===== src/hdl/iira_pkg.sv =====
// ----------------------------------------------------------------------------
// iira_pkg
// Shared types and constants for the indexed insert/remove array.
// ----------------------------------------------------------------------------
package iira_pkg;

	localparam int CAPACITY = 64;
	localparam int CNT_W    = $clog2(CAPACITY + 1);
	localparam int WORD_W   = 32;
	localparam int OP_W     = 3;
	localparam int IDX_W    = 7;
	localparam int ST_W     = 2;

	typedef enum logic [OP_W-1:0] {
		OP_READ    = 3'd0,
		OP_WRITE   = 3'd1,
		OP_INSERT  = 3'd2,
		OP_REMOVE  = 3'd3,
		OP_RESIZE  = 3'd4,
		OP_REALLOC = 3'd5,
		OP_ERASE   = 3'd6
	} op_t;

	typedef enum logic [ST_W-1:0] {
		ST_OK        = 2'd0,
		ST_RANGE     = 2'd1,
		ST_FULL      = 2'd2,
		ST_TOO_LARGE = 2'd3
	} status_t;

	typedef enum logic [2:0] {
		CELL_HOLD,
		CELL_LOAD,
		CELL_FROM_LEFT,
		CELL_FROM_RIGHT,
		CELL_CLEAR
	} cell_cmd_t;

	typedef logic signed [WORD_W-1:0] word_t;

endpackage


===== src/hdl/iira_cell.sv =====
// ----------------------------------------------------------------------------
// iira_cell
// One array slot: holds a word, loads, shifts from a neighbor or clears.
// ----------------------------------------------------------------------------
module iira_cell
	import iira_pkg::*;
(
	input  logic      clk,
	input  logic      arst_n,
	input  cell_cmd_t cmd,
	input  word_t     load_value,
	input  word_t     left_data,
	input  word_t     right_data,
	input  logic      rd_sel,
	output word_t     data,
	output word_t     rd_data
);

	word_t data_q;

	always_ff @(posedge clk or negedge arst_n) begin
		if (!arst_n) begin
			data_q <= '0;
		end else begin
			case (cmd)
				CELL_LOAD:       data_q <= load_value;
				CELL_FROM_LEFT:  data_q <= left_data;
				CELL_FROM_RIGHT: data_q <= right_data;
				CELL_CLEAR:      data_q <= '0;
				default:         data_q <= data_q;
			endcase
		end
	end

	assign data    = data_q;
	assign rd_data = rd_sel ? data_q : '0;

endmodule


===== config.mk =====
export PLATFORM = sky130hd
export DESIGN_NAME = iira_cell
export DESIGN_NICKNAME = d
export VERILOG_FILES = /design/src/hdl/iira_pkg.sv /design/src/hdl/iira_cell.sv
export SDC_FILE = /design/constraint.sdc
export NUM_CORES = 1
export LEC_CHECK = 0
export BUFFER_PORTS_ARGS = -buffer_cell sky130_fd_sc_hd__buf_2
export CORE_MARGIN = 3
export CORE_UTILIZATION = 49
export CTS_BUF_LIST = sky130_fd_sc_hd__clkbuf_4
export DETAILED_ROUTE_END_ITERATION = 10
export GPL_ROUTABILITY_DRIVEN = 0
export GPL_TIMING_DRIVEN = 0
export PLACE_DENSITY = 0.95
export SLEW_MARGIN = 10
export SYNTH_ARGS = -nofsm -noshare
export SYNTH_HDL_FRONTEND = slang
export SYNTH_SLANG_ARGS = --single-unit

===== constraint.sdc =====
create_clock -name clk -period 1.9 [get_ports clk]
set_input_delay 0.57 -clock clk [delete_from_list [all_inputs] [get_ports clk]]
set_output_delay 0.57 -clock clk [all_outputs]
set_load 0.01 [all_outputs]

=== After elaboration in Yosys (flattened, before gate mapping) ===
Cells that the tools add are included.

* Flip-flop bits (word level): 32

* Multiplexer cells: 2
* Equality and inequality tests: 4
* Reductions and logical operators: 1

{| class="wikitable"
|+ Operator list
! cell !! number
|-
| $pmux W32 S4 || 1
|-
| $mux W32 || 1
|-
| $eq A3 B2 Y1 const B || 2
|-
| $reduce_bool A4 Y1 || 1
|-
| $eq A3 B1 Y1 const B || 1
|-
| $eq A3 B3 Y1 const B || 1
|}

=== Logic depth before layout (Yosys ltp) ===
* Depth after elaboration: 2
* Gate-level depth with buffers: 5
* Mapped depth without buffers: 3

=== Least setup slack after synthesis ===
Ideal clock, no wire load.

* Kind: input-to-output
* From: input port rd_sel
* To: output port rd_data[10]
* Arrival time: 932 ps
* Path buffers: 1
* Stages on the path: 2
* Slack: 398 ps
* Path through: clkbuf_1 -> and2_1

* Longest elaborated chain between the ends: 1

{| class="wikitable"
|+ RTL lines
! element !! line !! RTL
|-
| from (decl) || iira_cell.sv:14 || <nowiki>input logic rd_sel,</nowiki>
|-
| $mux W32 || iira_cell.sv:36 || <nowiki>assign rd_data = rd_sel ? data_q : '0;</nowiki>
|-
| to (decl) || iira_cell.sv:16 || <nowiki>output word_t rd_data</nowiki>
|}

Every way passes these cells.

=== Final worst setup path ===
* From: input port rd_sel
* To: output port rd_data[29]

The elaborated chain is that of the path after synthesis.

==> results.yml <==
clock_network:
  post_cts.repair.setup_buffers: 0
  worst_skew_pair.late_latency_ns: 0.32
  cts_resized: 3
  clk_transition_reported_paths_ns: 0.10
  cts_num_sinks: 32
  cts_hold_repair.buffers: 0
  cts_tree: "built"
  cts.path.max_buffers: 2
  number_of_h_tree_branching_levels: 2
  cts.root.buffer_cell: "clkbuf_4"
  cts-buffers-inserted: 5
global_route:
  gr-usage-met2_pct: 48.4
  globalRouteTotalUtil_pct: 25.0
  grt_first_pass_wirelength_um: 12600
  grt_start_max_net_pins: 33
  grt.busiest_layer: "met2"
  grt_pass1_vias: 2692
  grtUsageMet3_pct: 3.99
  initial_antenna_violation_count: 0
  global_route.overflow_total: 0
  groute.layer.met1.usage_pct: 27.7
power:
  cellInternalPower_mw: 1.32
  power_per_cell_area_nw_per_um2: 562
  power_frac_comb_pct: 41.4
  total_power_mw: 2.08
  power.share.switching_pct: 36.6
  total_switching_power_uw: 762
  power_frac_clock_pct: 16.8
  sequential_power_share_pct: 41.7
  cellLeakagePower_nw: 1.90
  vdd.ir_drop.worst_v: 0.000306
die:
  floorplan.initialDensity_pct: 52.2
  num_io_pins: 166
  chipWidth_um: 80.9
  die_h_um: 80.9
  die_area_um2: 6540
  core_area_um2: 5270
  placement_rows: 26
route:
  routed-via-count: 2671
  detail_route.wirelength_um: 8190
  drtIter0Drc: 96
  drc: 0
  avgViaCountPerCell: 5.40
  antenna_violating_nets_post_route: 0
  post_dr_wirelength_cell_um: 16.5
  detailed_routing_iteration_count_for_the_pre_antenna_repair_pass: 4
cells_and_area:
  final_design_area_no_fill_um2: 3710
  diodes_inserted: 0
  largest_register_ffs: 32
  area_growth_pct: 34.8
  post_layout_util_pct: 70.3
  fraction_of_final_layout_cells_with_drive_strength_greater_than_1_pct: 59.8
  num-nets-final: 527
worst_setup_path:
  crit_arrival_ns: 1.22
  worst_path_class_setup: "in2out"
  critical_path_rt_ns: 1.33
  cp-start-kind: "input pin"
  worstPathMaxFanout: 10
  critPathCaptureType: "output port"
timing:
  report.final.setup_viol: 0
  hold_viol: 0
  final.setup_skew_ns: 0
  grt_setup_unrepaired: "false"
  post-route-min-period_ns: 1.79
  slew_headroom_pct: 50.0
  report.final.slew_viol_count: 0
  maxClockFrequency_mhz: 559
  worst_pin_slew_ns: 0.750
  min_period_over_period_pct: 94.1
  timing.hold.ws_ns: 0.306
logic_synthesis:
  synthesis.instances: 254
  synth_cell_types: 16
  post_synth_instance_area_um2: 2750
  ys_ff_latch: 32
  synth_sequential_area_ratio_pct: 29.1
  postSynthAreaPerCell_um2: 10.8
  mappedNetlistNets: 356
  synth.yosys.warnings: 0
job:
  max-cap-violations: 0
run_status:
  run_status: "finished, final reports clean"
placed_design:
  place_area_um2: 3660
  detailed_place_hpwl_um: 6450
  numPortBuffers: 164
min_path:
  worstHoldPathType: "in2async"
## critical path, cell delays in order
cell and delay [ns]:
buf_2 0.13, clkbuf_2 0.23, and2_1 0.16, buf_2 0.13
## final timing paths
check                                          start              endpoint  slack (ns)  depth (start not counted)
worst max register to register  data[21]$_DFFE_PN0P_  data[21]$_DFFE_PN0P_        0.99                          2
min in group clk                data[28]$_DFFE_PN0P_  data[28]$_DFFE_PN0P_        0.59                          2
worst min-delay path                          arst_n  data[26]$_DFFE_PN0P_        0.31                          1
worst max-delay path                          rd_sel           rd_data[29]        0.11                          4
max in group asynchronous                     arst_n   data[2]$_DFFE_PN0P_        1.11                          1
worst min register to register  data[28]$_DFFE_PN0P_  data[28]$_DFFE_PN0P_        0.59                          2
## final cells by class
cell class | count | area (µm²)
multi-input cells | 162 | 1610
fillers | 428 | 1560
repair buffers | 164 | 821
flip-flops and latches | 32 | 801
plain buffers | 28 | 218
inverters | 32 | 120
well taps | 70 | 87.6
clock buffers | 5 | 37.5
clock inverters | 2 | 7.51
## power groups by stage
stage | Clock [mW] | Combinational [mW] | Sequential, mW
floorplan | 0 | 0.485 | 0.906
global placement | 0 | 0.841 | 0.873
detailed placement | 0 | 0.870 | 0.883
CTS | 0.368 | 0.873 | 0.868
global route | 0.393 | 0.942 | 0.884
finish | 0.350 | 0.863 | 0.869
## synth_stat cells
master    number  share of area (%)
buf_8          3                1.6
o21a_1        32                8.7
clkbuf_1       3               0.41
a221oi_2      30                 16
buf_2         12                2.2
inv_1         32                4.4
nor2b_4        1               0.50
a211oi_1       7                1.9
buf_4          4                1.1
dfrtp_1       32                 29
and2_1        32                7.3
mux2i_1       32                 12
buf_6          6                2.5
a221oi_1       2               0.64
nor2_2         1               0.23
a211oi_2      25                 11
## logic make-up after synthesis
logic type	share of synthesized area (%)
multiplexers	11.7
AO/OA/AOI/OAI	39.1
buffers and inverters	12.2
flip-flops	29.1
AND/OR/NAND/NOR	8.01
## metrics by stage
stage / instances / setup TNS (ns) / worst slack [ns]
floorplan: 254 / 0 / 0.398
global placement: 488 / -0.525 / -0.0377
detailed placement: 488 / -1.25 / -0.0903
CTS: 495 / 0 / 0.0826
global route: 495 / 0 / 0.0425
finish: 495 / 0 / 0.112
## per-layer routing
layer  up-vias  share of wire (%)
li1       1278                  -
met1      1272                 38
met2       109                 55
met3        12                6.2
met4         0                1.3
met5         -                  0
## layout by cell type (no fill, tap or decap), drive strengths merged
master  count
a221oi     32
inv        32
clkbuf      8
buf       189
nor2b       1
nor2        1
o21a       32
a211oi     32
mux2i      32
clkinv      2
dfrtp      32
and2       32
Power figures use the tool's default switching activity.
